$ cat src/sv/ids_pkg.sv
`default_nettype none
// ----------------------------------------------------------------------------
// ids_pkg: shared types and constants of the IR distance scanner
// Register indexes, command codes, field widths and the structs that travel
// between the front end, the back end and the linearizer.
// ----------------------------------------------------------------------------
package ids_pkg;

    // Table depth and converter resolution
    localparam int SENSOR_SLOTS = 8;
    localparam int SAMPLE_BITS  = 12;

    // Fixed field widths
    localparam int ADC_W   = 12;
    localparam int MASK_W  = 8;
    localparam int DIST_W  = 8;
    localparam int CH_W    = 3;
    localparam int GAIN_W  = 24;
    localparam int CNT_W   = 4;
    localparam int PROD_W  = ADC_W + GAIN_W;
    localparam int CHK_W   = PROD_W + DIST_W;
    localparam int REM_W   = 25;
    localparam int STEP_W  = 3;
    localparam int ADDR_W  = 3;

    // Only the low bits of a sample that the converter really delivers count
    localparam int SAMPLE_USE_W = (SAMPLE_BITS < ADC_W) ? SAMPLE_BITS : ADC_W;
    localparam logic [ADC_W-1:0] SAMPLE_MASK = ADC_W'((1 << SAMPLE_USE_W) - 1);

    // Slots a query can look at: mask is eight bits wide
    localparam int QUERY_SLOTS = (SENSOR_SLOTS < MASK_W) ? SENSOR_SLOTS : MASK_W;

    // 1.0 in Q24
    localparam logic [REM_W-1:0] ONE_Q24 = REM_W'(1) << 24;

    // Register indexes
    localparam logic [ADDR_W-1:0] REG_GAIN      = 3'd0;
    localparam logic [ADDR_W-1:0] REG_OFFSET    = 3'd1;
    localparam logic [ADDR_W-1:0] REG_MIN_DIST  = 3'd2;
    localparam logic [ADDR_W-1:0] REG_MAX_DIST  = 3'd3;
    localparam logic [ADDR_W-1:0] REG_CHANNELS  = 3'd4;
    localparam logic [ADDR_W-1:0] REG_THRESHOLD = 3'd5;

    // Command codes
    localparam logic CMD_SAMPLE = 1'b0;
    localparam logic CMD_QUERY  = 1'b1;

    typedef struct packed {
        logic [GAIN_W-1:0] gain_q24;
        logic [GAIN_W-1:0] offset_q24;
        logic [DIST_W-1:0] min_distance;
        logic [DIST_W-1:0] max_distance;
        logic [CNT_W-1:0]  channels_in_use;
        logic [DIST_W-1:0] obstacle_threshold;
    } ids_cfg_t;

    typedef struct packed {
        logic              cmd;
        logic [ADC_W-1:0]  adc_sample;
        logic [MASK_W-1:0] sensor_mask;
    } ids_item_t;

    typedef struct packed {
        logic              obstacle;
        logic [CH_W-1:0]   next_channel;
        logic [CH_W-1:0]   written_channel;
        logic [DIST_W-1:0] distance_cm;
    } ids_result_t;

endpackage
`default_nettype wire

$ cat src/sv/ir_distance_scanner_unit.sv
`default_nettype none
// Path: a sample goes from acceptance to m_tvalid through the queue, the linearizer
//   (with an 8-step restoring divider that out-of-range distances skip), the result
//   and output registers; a query goes through the queue, result and output registers.
// Flow: the back end handles one item at a time and holds on output back-pressure;
//   a two-entry queue keeps s_tready up meanwhile until it fills.
// Reset: aresetn is synchronous and active low; it restores register defaults,
//   clears the distance table and sets the scan back to channel 0.
// ----------------------------------------------------------------------------
// ir_distance_scanner_unit: round-robin IR rangefinder linearizer
// Converts sensor samples to distances in cm, stores them per channel and
// answers obstacle queries over a sensor mask.
// ----------------------------------------------------------------------------
module ir_distance_scanner_unit (
    input  wire logic        aclk,
    input  wire logic        aresetn,
    // Configuration write port
    input  wire logic        cfg_we,
    input  wire logic [2:0]  cfg_addr,
    input  wire logic [23:0] cfg_wdata,
    // Input stream
    input  wire logic        s_tvalid,
    output logic             s_tready,
    input  wire logic [23:0] s_tdata,   // [11:0] adc_sample, [19:12] sensor_mask, [23:20] zero
    input  wire logic [0:0]  s_tuser,   // [0] cmd
    // Result stream
    output logic             m_tvalid,
    input  wire logic        m_tready,
    output logic [15:0]      m_tdata    // [7:0] distance_cm, [10:8] written_channel,
                                        // [13:11] next_channel, [14] obstacle, [15] zero
);

    ids_pkg::ids_cfg_t    cfg_reg;
    ids_pkg::ids_item_t   in_item;
    ids_pkg::ids_item_t   head_item;
    ids_pkg::ids_result_t out_result;
    logic                 head_valid;
    logic                 head_pop;

    // Configuration registers; writes beyond the list are dropped
    always_ff @(posedge aclk) begin
        if (!aresetn) begin
            cfg_reg.gain_q24           <= 24'd9770;
            cfg_reg.offset_q24         <= 24'd167772;
            cfg_reg.min_distance       <= 8'd10;
            cfg_reg.max_distance       <= 8'd80;
            cfg_reg.channels_in_use    <= 4'd7;
            cfg_reg.obstacle_threshold <= 8'd20;
        end else if (cfg_we) begin
            unique case (cfg_addr)
                ids_pkg::REG_GAIN:      cfg_reg.gain_q24           <= cfg_wdata;
                ids_pkg::REG_OFFSET:    cfg_reg.offset_q24         <= cfg_wdata;
                ids_pkg::REG_MIN_DIST:  cfg_reg.min_distance       <= cfg_wdata[7:0];
                ids_pkg::REG_MAX_DIST:  cfg_reg.max_distance       <= cfg_wdata[7:0];
                ids_pkg::REG_CHANNELS:  cfg_reg.channels_in_use    <= cfg_wdata[3:0];
                ids_pkg::REG_THRESHOLD: cfg_reg.obstacle_threshold <= cfg_wdata[7:0];
                default: begin
                end
            endcase
        end
    end

    // Unpack the input transaction
    assign in_item.cmd         = s_tuser[0];
    assign in_item.adc_sample  = s_tdata[11:0];
    assign in_item.sensor_mask = s_tdata[19:12];

    // Front end: accept and queue
    ids_front u_front (
        .aclk       (aclk),
        .aresetn    (aresetn),
        .in_valid   (s_tvalid),
        .in_ready   (s_tready),
        .in_item    (in_item),
        .head_valid (head_valid),
        .head_item  (head_item),
        .head_pop   (head_pop)
    );

    // Back end: execute, keep the table, hold the result transaction
    ids_back u_back (
        .aclk       (aclk),
        .aresetn    (aresetn),
        .cfg        (cfg_reg),
        .head_valid (head_valid),
        .head_item  (head_item),
        .head_pop   (head_pop),
        .out_valid  (m_tvalid),
        .out_result (out_result),
        .out_ready  (m_tready)
    );

    // Pack the result transaction
    assign m_tdata = {1'b0, out_result.obstacle, out_result.next_channel,
                      out_result.written_channel, out_result.distance_cm};

endmodule
`default_nettype wire

$ cat src/sv/ids_front.sv
`default_nettype none
// ----------------------------------------------------------------------------
// ids_front: input acceptance and item queue
// Accepts stream transactions and holds them in
// a two-entry queue that the back end drains at its own pace.
// ----------------------------------------------------------------------------
module ids_front (
    input  wire logic               aclk,
    input  wire logic               aresetn,
    input  wire logic               in_valid,
    output logic                    in_ready,
    input  wire ids_pkg::ids_item_t in_item,
    output logic                    head_valid,
    output ids_pkg::ids_item_t      head_item,
    input  wire logic               head_pop
);

    ids_pkg::ids_item_t queue_reg [2];
    logic               wr_ptr_reg;
    logic               rd_ptr_reg;
    logic [1:0]         count_reg;
    logic [1:0]         count_next;
    logic               push;
    logic               pop;

    assign in_ready   = (count_reg != 2'd2);
    assign push       = in_valid && in_ready;
    assign head_valid = (count_reg != 2'd0);
    assign pop        = head_pop && head_valid;
    assign head_item  = queue_reg[rd_ptr_reg];

    always_comb begin
        count_next = count_reg;
        if (push && !pop) begin
            count_next = count_reg + 2'd1;
        end else if (pop && !push) begin
            count_next = count_reg - 2'd1;
        end
    end

    always_ff @(posedge aclk) begin
        if (!aresetn) begin
            wr_ptr_reg <= 1'b0;
            rd_ptr_reg <= 1'b0;
            count_reg  <= 2'd0;
        end else begin
            count_reg <= count_next;
            if (push) begin
                wr_ptr_reg <= !wr_ptr_reg;
            end
            if (pop) begin
                rd_ptr_reg <= !rd_ptr_reg;
            end
        end
    end

    // Payload storage needs no reset
    always_ff @(posedge aclk) begin
        if (push) begin
            queue_reg[wr_ptr_reg] <= in_item;
        end
    end

endmodule
`default_nettype wire

$ cat src/sv/ids_linearizer.sv
`default_nettype none
// ----------------------------------------------------------------------------
// ids_linearizer: sample to distance conversion
// Forms D = sample * gain - offset, checks the bounds by multiplication and,
// when in range, runs an eight-step restoring division of 2^24 by D.
// ----------------------------------------------------------------------------
module ids_linearizer (
    input  wire logic                         aclk,
    input  wire logic                         aresetn,
    input  wire ids_pkg::ids_cfg_t            cfg,
    input  wire logic                         start,
    input  wire logic [ids_pkg::ADC_W-1:0]    sample,
    output logic                              done,
    output logic [ids_pkg::DIST_W-1:0]        distance
);

    typedef enum logic [2:0] {
        L_IDLE,
        L_MUL,
        L_SUB,
        L_CMUL,
        L_CHK,
        L_DIV,
        L_DONE
    } lin_state_t;

    lin_state_t                       state_reg;
    logic [ids_pkg::ADC_W-1:0]        sample_reg;
    logic [ids_pkg::PROD_W-1:0]       prod_reg;
    logic [ids_pkg::PROD_W-1:0]       d_reg;
    logic                             pos_reg;
    logic [ids_pkg::CHK_W-1:0]        lo_reg;
    logic [ids_pkg::CHK_W-1:0]        hi_reg;
    logic [ids_pkg::REM_W-1:0]        rem_reg;
    logic [ids_pkg::REM_W-1:0]        rem_next;
    logic [ids_pkg::DIST_W-1:0]       q_reg;
    logic [ids_pkg::DIST_W-1:0]       q_next;
    logic [ids_pkg::STEP_W-1:0]       step_reg;
    logic [ids_pkg::CHK_W-1:0]        one_wide;
    logic [ids_pkg::CHK_W-1:0]        trial;
    logic [ids_pkg::CHK_W-1:0]        rem_wide;
    logic                             in_range;

    assign done     = (state_reg == L_DONE);
    assign distance = q_reg;

    assign one_wide = ids_pkg::CHK_W'(ids_pkg::ONE_Q24);
    // Quotient is valid when min <= 2^24/D <= max, tested exactly
    assign in_range = pos_reg && !(lo_reg > one_wide) && !(hi_reg < one_wide);

    // One restoring step: quotient bit step_reg
    always_comb begin
        trial    = ids_pkg::CHK_W'(d_reg) << step_reg;
        rem_wide = ids_pkg::CHK_W'(rem_reg);
        rem_next = rem_reg;
        q_next   = q_reg;
        if (trial <= rem_wide) begin
            rem_next         = ids_pkg::REM_W'(rem_wide - trial);
            q_next[step_reg] = 1'b1;
        end
    end

    always_ff @(posedge aclk) begin
        if (!aresetn) begin
            state_reg <= L_IDLE;
        end else begin
            unique case (state_reg)
                L_IDLE: begin
                    if (start) begin
                        sample_reg <= sample;
                        state_reg  <= L_MUL;
                    end
                end
                L_MUL: begin
                    prod_reg  <= ids_pkg::PROD_W'(sample_reg) *
                                 ids_pkg::PROD_W'(cfg.gain_q24);
                    state_reg <= L_SUB;
                end
                L_SUB: begin
                    pos_reg   <= (prod_reg > ids_pkg::PROD_W'(cfg.offset_q24));
                    d_reg     <= prod_reg - ids_pkg::PROD_W'(cfg.offset_q24);
                    state_reg <= L_CMUL;
                end
                L_CMUL: begin
                    lo_reg    <= ids_pkg::CHK_W'(cfg.min_distance) * ids_pkg::CHK_W'(d_reg);
                    hi_reg    <= ids_pkg::CHK_W'(cfg.max_distance) * ids_pkg::CHK_W'(d_reg);
                    state_reg <= L_CHK;
                end
                L_CHK: begin
                    // In range means the quotient is at most max, so eight bits hold it
                    q_reg    <= '0;
                    rem_reg  <= ids_pkg::ONE_Q24;
                    step_reg <= ids_pkg::STEP_W'(ids_pkg::DIST_W - 1);
                    if (in_range) begin
                        state_reg <= L_DIV;
                    end else begin
                        state_reg <= L_DONE;
                    end
                end
                L_DIV: begin
                    rem_reg  <= rem_next;
                    q_reg    <= q_next;
                    step_reg <= step_reg - ids_pkg::STEP_W'(1);
                    if (step_reg == '0) begin
                        state_reg <= L_DONE;
                    end
                end
                L_DONE: begin
                    state_reg <= L_IDLE;
                end
                default: begin
                    state_reg <= L_IDLE;
                end
            endcase
        end
    end

endmodule
`default_nettype wire

$ cat src/sv/ids_back.sv
`default_nettype none
// ----------------------------------------------------------------------------
// ids_back: item execution and result register
// Pops queued items, runs samples through the linearizer, keeps the distance
// table and scan channel, answers queries and holds the output transaction.
// ----------------------------------------------------------------------------
module ids_back (
    input  wire logic                 aclk,
    input  wire logic                 aresetn,
    input  wire ids_pkg::ids_cfg_t    cfg,
    input  wire logic                 head_valid,
    input  wire ids_pkg::ids_item_t   head_item,
    output logic                      head_pop,
    output logic                      out_valid,
    output ids_pkg::ids_result_t      out_result,
    input  wire logic                 out_ready
);

    typedef enum logic [1:0] {
        S_IDLE,
        S_LIN,
        S_OUT
    } back_state_t;

    back_state_t                  state_reg;
    logic [ids_pkg::DIST_W-1:0]   dist_tab_reg [ids_pkg::SENSOR_SLOTS];
    logic [ids_pkg::CH_W-1:0]     current_reg;
    ids_pkg::ids_result_t         res_reg;
    ids_pkg::ids_result_t         out_reg;
    logic                         out_valid_reg;
    logic                         lin_start;
    logic                         lin_done;
    logic [ids_pkg::DIST_W-1:0]   lin_dist;
    logic                         hit;
    logic [ids_pkg::CNT_W:0]      count_eff;
    logic [ids_pkg::CNT_W:0]      inc;
    logic [ids_pkg::CH_W-1:0]     current_next;

    assign head_pop   = (state_reg == S_IDLE) && head_valid;
    assign lin_start  = head_pop && (head_item.cmd == ids_pkg::CMD_SAMPLE);
    assign out_valid  = out_valid_reg;
    assign out_result = out_reg;

    ids_linearizer u_lin (
        .aclk     (aclk),
        .aresetn  (aresetn),
        .cfg      (cfg),
        .start    (lin_start),
        .sample   (head_item.adc_sample & ids_pkg::SAMPLE_MASK),
        .done     (lin_done),
        .distance (lin_dist)
    );

    // Obstacle test over the masked slots
    always_comb begin
        hit = 1'b0;
        for (int i = 0; i < ids_pkg::QUERY_SLOTS; i++) begin
            if (head_item.sensor_mask[i] && (dist_tab_reg[i] != '0) &&
                (dist_tab_reg[i] < cfg.obstacle_threshold)) begin
                hit = 1'b1;
            end
        end
    end

    // Clamp the channel count and advance the scan
    always_comb begin
        count_eff = {1'b0, cfg.channels_in_use};
        if (count_eff == '0) begin
            count_eff = (ids_pkg::CNT_W+1)'(1);
        end
        if (count_eff > (ids_pkg::CNT_W+1)'(ids_pkg::SENSOR_SLOTS)) begin
            count_eff = (ids_pkg::CNT_W+1)'(ids_pkg::SENSOR_SLOTS);
        end
        inc = (ids_pkg::CNT_W+1)'(current_reg) + (ids_pkg::CNT_W+1)'(1);
        if (inc >= count_eff) begin
            current_next = '0;
        end else begin
            current_next = inc[ids_pkg::CH_W-1:0];
        end
    end

    always_ff @(posedge aclk) begin
        if (!aresetn) begin
            state_reg     <= S_IDLE;
            current_reg   <= '0;
            out_valid_reg <= 1'b0;
            for (int i = 0; i < ids_pkg::SENSOR_SLOTS; i++) begin
                dist_tab_reg[i] <= '0;
            end
        end else begin
            // Drop the taken output unless a new result replaces it
            if (out_valid_reg && out_ready && (state_reg != S_OUT)) begin
                out_valid_reg <= 1'b0;
            end
            unique case (state_reg)
                S_IDLE: begin
                    if (head_valid) begin
                        if (head_item.cmd == ids_pkg::CMD_QUERY) begin
                            res_reg.distance_cm     <= '0;
                            res_reg.written_channel <= '0;
                            res_reg.next_channel    <= current_reg;
                            res_reg.obstacle        <= hit;
                            state_reg               <= S_OUT;
                        end else begin
                            state_reg <= S_LIN;
                        end
                    end
                end
                S_LIN: begin
                    if (lin_done) begin
                        for (int i = 0; i < ids_pkg::SENSOR_SLOTS; i++) begin
                            if (int'(current_reg) == i) begin
                                dist_tab_reg[i] <= lin_dist;
                            end
                        end
                        current_reg             <= current_next;
                        res_reg.distance_cm     <= lin_dist;
                        res_reg.written_channel <= current_reg;
                        res_reg.next_channel    <= current_next;
                        res_reg.obstacle        <= 1'b0;
                        state_reg               <= S_OUT;
                    end
                end
                S_OUT: begin
                    // Load the output register once it is free or being drained
                    if (!out_valid_reg || out_ready) begin
                        out_reg       <= res_reg;
                        out_valid_reg <= 1'b1;
                        state_reg     <= S_IDLE;
                    end
                end
                default: begin
                    state_reg <= S_IDLE;
                end
            endcase
        end
    end

endmodule
`default_nettype wire

$ cat config.mk
export PLATFORM = sky130hd
export DESIGN_NAME = ir_distance_scanner_unit
export DESIGN_NICKNAME = d
export VERILOG_FILES = /design/src/sv/ids_pkg.sv /design/src/sv/ir_distance_scanner_unit.sv /design/src/sv/ids_front.sv /design/src/sv/ids_linearizer.sv /design/src/sv/ids_back.sv
export SDC_FILE = /design/constraint.sdc
export NUM_CORES = 2
export LEC_CHECK = 0
export BUFFER_PORTS_ARGS = -buffer_cell sky130_fd_sc_hd__buf_2
export CORE_MARGIN = 3
export CORE_UTILIZATION = 45
export CTS_BUF_LIST = sky130_fd_sc_hd__clkbuf_2
export DETAILED_ROUTE_END_ITERATION = 12
export SYNTH_ARGS = -nofsm -noshare
export SYNTH_HDL_FRONTEND = slang
export SYNTH_SLANG_ARGS = --single-unit
$ cat constraint.sdc
create_clock -name aclk -period 17.01 [get_ports aclk]
set_input_delay 2.5515 -clock aclk [delete_from_list [all_inputs] [get_ports aclk]]
set_output_delay 2.5515 -clock aclk [all_outputs]
set_load 0.01 [all_outputs]
## Yosys cells after proc, flatten, opt, wreduce, memory -nomap -nowiden

Memory sizes are Yosys's and may differ from the RTL's. A register that Yosys moved wholly into a read port is not among the register bits.
Cells that the tools add are included.

| word-level totals | value |
|---|---|
| flip-flop bits (word level) | 328 |
| bits in writable memories | 106 |
| bits of input ports | 57 |
| output and inout bits | 18 |
| logic and storage cells | 256 |
| memories | 2 |

Memory list:

| memory | depth | width | read ports | clocked after Yosys merged registers in | wr ports | line | text |
|---|---|---|---|---|---|---|---|
| u_back.dist_tab_reg | 8 | 8 | 8 | 0 | 8 | ids_back.sv:26 | `logic [ids_pkg::DIST_W-1:0] dist_tab_reg [ids_pkg::SENSOR_SLOTS];` |
| u_front.queue_reg | 2 | 21 | 1 | 1 | 1 | ids_front.sv:18 | `ids_pkg::ids_item_t queue_reg [2];` |

| cells by class | value |
|---|---|
| $add $sub $neg | 6 |
| $mul | 3 |
| order comparisons | 16 |
| eq/ne operators | 29 |
| shifts and indexed selects | 1 |
| multiplexer cells | 89 |
| bitwise operators | 10 |
| reduce and logical (&&, ||, !) cells | 70 |

Operator list:

| kind | count |
|---|---|
| multiplier 8 x 36 -> 44 bit | 2 |
| 2-to-1 mux 8 bit | 9 |
| < comparator 8 bit | 8 |
| nonzero test 8 bit | 8 |
| 2-to-1 mux 1 bit | 57 |
| one-hot mux 25 bit (2 select lines) | 1 |
| 2-to-1 mux 15 bit | 3 |
| greater-than comparator 44 x 25 -> 1 bit (second input constant) | 1 |
| less-or-equal comparator 44 x 25 -> 1 bit | 1 |
| < comparator 44 x 25 -> 1 bit (second input constant) | 1 |
| << shifter 36 x 3 -> 44 bit | 1 |
| greater-than comparator 36 x 24 -> 1 bit | 1 |
| multiplier 12 x 24 -> 36 bit | 1 |
| subtractor 36 x 24 -> 36 bit | 1 |
| one-hot mux 15 bit (2 select lines) | 1 |
| == test 3 bit (second input constant) | 9 |
| logical AND 1 bit | 27 |
| 2-to-1 mux 25 bit | 1 |
| subtractor 25 bit | 1 |
| AND reduction 2 bit | 12 |
| == test 3 x 2 -> 1 bit (second input constant) | 6 |
| one-hot mux 3 bit (6 select lines) | 1 |
| one-hot mux 8 bit (2 select lines) | 1 |
| 2-to-1 mux 2 bit | 7 |
| 29 further kinds | 63 |

## Logic depth before layout (Yosys ltp)

An unclocked memory read counts as a cell.

| logic depth | value |
|---|---|
| depth after elaboration | 15 |
| mapped depth | 24 |
| depth with buffers taken out | 22 |

## By module

Synthesis repeated with hierarchy kept, for this count alone.

| second synthesis, totals | value |
|---|---|
| cell total of the unflattened synthesis | 4651 |
| area total of the unflattened synthesis | 45837.7 µm² |

By module, submodules not included:

| module | instances | cells each | area an instance (µm²) | seq. area each (µm²) |
|---|---|---|---|---|
| ids_linearizer | 1 | 3840 | 35901.9 | 5615.4 |
| ids_back | 1 | 427 | 5149.9 | 2942.8 |
| ir_distance_scanner_unit | 1 | 295 | 3035.4 | 1521.5 |
| ids_front | 1 | 89 | 1750.4 | 1361.3 |

## Worst setup path before layout

OpenSTA, ideal clock, no wires.

| path | value |
|---|---|
| path type | flip-flop to flip-flop |
| start point | register u_back.u_lin.step_reg[1] (netlist name) |
| end point | register u_back.u_lin.q_reg, in the netlist u_back.u_lin.distance[0] (enable) |
| library setup time | 0.473 ns |
| arrival time | 6.100 ns |
| data required time | 16.537 ns |
| setup slack | 10.437 ns |
| cell stages (with the launch flop) | 20 |
| path buffers | 4 |
| period minus slack after synthesis | 6.573 ns |
| path through | edfxtp_1 > clkbuf_1 > clkbuf_1 > clkbuf_1 > mux4_2 > nand2_1 > and2_1 > inv_1 > ha_1 > clkbuf_1 > a21o_1 > a21oi_1 > o21ai_0 > a21o_1 > a21o_1 > a21oi_1 > o21ai_0 > nand3_1 > a21boi_0 > o31ai_1 |

| on the way | value |
|---|---|
| cells in the longest elaborated chain, start to end | 4 |

RTL lines:

| what | line | text |
|---|---|---|
| start: declaration | ids_linearizer.sv:38 | `logic [ids_pkg::STEP_W-1:0] step_reg;` |
| start signal: assignment | ids_linearizer.sv:93 | `step_reg <= ids_pkg::STEP_W'(ids_pkg::DIST_W - 1);` |
| start signal: assignment | ids_linearizer.sv:103 | `step_reg <= step_reg - ids_pkg::STEP_W'(1);` |
| << shifter 36 x 3 -> 44 bit | ids_linearizer.sv:53 | `trial = ids_pkg::CHK_W'(d_reg) << step_reg;` |
| less-or-equal comparator 44 x 25 -> 1 bit | ids_linearizer.sv:57 | `if (trial <= rem_wide) begin` |
| != test 2 bit (no source line) | - |  |
| AND reduction 3 bit (no source line) | - |  |
| end signal: assignment | ids_linearizer.sv:102 | `q_reg <= q_next;` |
| end: declaration | ids_linearizer.sv:36 | `logic [ids_pkg::DIST_W-1:0] q_reg;` |

No other way between the ends.
A chain may end at the register's enable or synchronous reset.

## Worst setup path in the final report

| path | value |
|---|---|
| start point | register u_back.u_lin.sample_reg[8] (netlist name) |
| end point | register u_back.u_lin.prod_reg[34] (netlist name), data pin |

| on the way | value |
|---|---|
| cells in the longest elaborated chain, start to end | 1 |

RTL lines:

| what | line | text |
|---|---|---|
| start: declaration | ids_linearizer.sv:28 | `logic [ids_pkg::ADC_W-1:0] sample_reg;` |
| start signal: assignment | ids_linearizer.sv:70 | `sample_reg <= sample;` |
| multiplier 12 x 24 -> 36 bit | ids_linearizer.sv:75 | `prod_reg <= ids_pkg::PROD_W'(sample_reg) *` |
| end signal: assignment | ids_linearizer.sv:75 |  |
| end: declaration | ids_linearizer.sv:29 | `logic [ids_pkg::PROD_W-1:0] prod_reg;` |

No other way between the ends.

==> flow_summary.yaml <==
yosys:
  synthFlopType: "edfxtp_1"
  synth_cells: 4748
  synth_top_area_cell: "fa_1"
  synth_top_area_share_pct: 27.52
  synth.area.top_cells: "fa_1, edfxtp_1, ha_1"
  synthArstFlopShare_pct: 0
  synth_edf_count: 321
  yosys-mux-area-fraction_pct: 1.641
  synth_cell_types: 82
  synth_top_family_by_area: "adder cells"
  synthSimpleGateAreaFrac_pct: 17.84
  synth_fa_ha_area_share_pct: 36.84
  ys_seq_elements: 411
  synth_nets: 5775
  ys_seq_area_share_pct: 25.00
  netlist_area_um2: 45760
  syn_avg_cell_area_um2: 9.638
  synth_xor_area_share_pct: 2.603
  yosysWarnings: 0
  synth_compound_area_share_pct: 8.159
drt:
  wl_per_cell_um: 17.57
  dr_total_vias: 32210
  antenna_left: 0
  drt_iter0_drc: 1705
  routed_via_density: 5.208
  firstDrtPassIters: 5
  detail_route.drc_violations: 0
  drt-total-wl_um: 108700
sta:
  drv_slew: 0
  hold_violations: 0
  setup_tns_ps: 0
  setup_violations: 0
  fmaxAchievable_ghz: 0.1481
  tightest_slew_ps: 1176
  rsz0062_at_grt: "no"
  period_needed_ps: 6752
  fin_crit_sh_pct: 39.70
  slew_headroom_pct: 21.54
  clock-skew-final_ps: 125.2
  hold_slack_ps: 427.0
placed_design:
  dp.cells: 5971
  hpwl_um: 80280
  post_dp_cell_area_um2: 47200
  finalWeightedCongestion: 0.8484
  numPortBuffers: 69
grt:
  grt-ovfl-total: 0
  grt_pass1_wl_um: 178600
  grt_pass1_vias: 33650
  antenna_found_initial: 9
  track_usage_pct: 20.94
  grt_max_degree: 65
critical_path:
  crit_type: "flip-flop to flip-flop"
  cp-end-kind: "flip-flop"
  cp_max_fo: 24
  worstPathArrival_ps: 7690
  required_ps: 17950
  worstSetupStartpointType: "flip-flop"
finish:
  n_fill_cell: 9632
  largest_reg_flops: 76
  instances_no_fill: 6185
  nets: 5752
  final_area_um2: 48290
  layout_common_cells: "inv_1, nand2_1, fa_1"
  drive_gt1_share_pct: 7.597
  final_common_cell: "inv_1"
  area_growth_syn_to_layout_pct: 5.523
worst_hold_path:
  hold_path.class: "flip-flop to flip-flop"
clock_tree:
  ctsHoldBuffers: 0
  tritoncts: "yes"
  clock-sinks: 411
  clkTransAtPathRegs_ps: 110
  cts_root_buffer: "clkbuf_2"
  cts_resized: 0
  postCtsSetupRepairBufs: 0
  clk-insertion-delay-late_ps: 1290
  htreeDepth: 3
  cts_buffers: 109
  cts_buffer_depth: 3
floorplan:
  die-area_um2: 105600
  fp-row-count: 116
  boundaryPins: 75
  start_util_pct: 45.56
  fp.dieW_um: 324.9
  coreArea_um2: 100400
  fp.dieH_um: 324.9
power_and_ir_drop:
  power.total_mw: 4.358
  irDropWorstVdd_mv: 0.1224
  powerDensity_nw_per_um2: 90.25
  p_leak_nw: 22.04
run_status:
  status: "finished clean"
run:
  maxCapViolCount: 0
final cells by class:
class                   instances  area [µm²]  share of cell area (%)
flip-flops and latches        411       11450                   23.72
clock inverters                26       175.2                  0.3628
inverters                     728        2733                   5.659
repair buffers                 98       565.5                   1.171
clock buffers                 178       890.9                   1.845
well taps                    1357        1698                   3.516
multi-input cells            3377       30750                   63.67
diodes                         10       25.02                 0.05182
power breakdown:
group	total (mW)	switching, mW	internal [mW]
sequential	1.39	0.109	1.28
combinational	2.22	1.28	0.938
clock	0.747	0.448	0.299
cells by family after synthesis:
group | after synthesis
muxes | 53
and+or+nand+nor | 1661
other | 1
buffers and inverters | 960
DFF | 411
AOI/OAI and AO/OA | 556
xor gates and xnor gates | 136
adders and majority gates | 970
synth_stat cells (76+ instances only):
library cell and count:
ha_1 341, a21o_1 76, nand2_1 690, edfxtp_1 321
fa_1 629, dfxtp_1 90, and2_1 494, o21ai_0 92
clkbuf_1 221, nor2_1 183, xnor2_1 90, inv_1 727
a21oi_1 136
critical path: stages (launching register included):
cell      delay, ps
edfxtp_1       1050
nand2_1         210
fa_1            580
inv_1            50
fa_1            470
fa_1            520
fa_1            550
inv_1            50
fa_1            530
inv_1            40
ha_1            370
nand3_1         140
o31ai_1         610
a21oi_1         250
a21oi_1         270
a21boi_0        180
a31oi_1         210
and2_1          140
o22ai_1          80
xnor2_1         130
metal layers:
layer  track usage (%)  vias to the layer above  wire length, µm
met1             28.95                    16190            49590
met5                 0                        -                0
met2             34.92                      677            51440
li1                  -                    15170                -
met4             5.139                        0             2365
met3             2.962                      170             5291
final timing paths:
| check | from | to | slack [ps] | depth (start not counted) |
|---|---|---|---|---|
| worst max-delay path | u_back.u_lin.sample_reg[8]$_DFFE_PP_ | u_back.u_lin.prod_reg[34]$_DFFE_PP_ | 10260 | 19 |
| worst min-delay path | u_back.res_reg[12]$_DFFE_PP_ | u_back.out_result[12]$_DFFE_PP_ | 430 | 0 |
| worst max register to register | u_back.u_lin.sample_reg[8]$_DFFE_PP_ | u_back.u_lin.prod_reg[34]$_DFFE_PP_ | 10260 | 19 |
| worst min register to register | u_back.res_reg[12]$_DFFE_PP_ | u_back.out_result[12]$_DFFE_PP_ | 430 | 0 |
through the flow:
| stage | util [%] | setup slack, ps |
|---|---|---|
| global placement | 46.99 | 10330 |
| detailed placement | 46.99 | 10280 |
| CTS | 48.05 | 10210 |
| floorplan | - | 10440 |
| global route | 48.07 | 9883 |
| finish | 48.08 | 10260 |
Note: power is estimated with default switching activity, not from simulation.
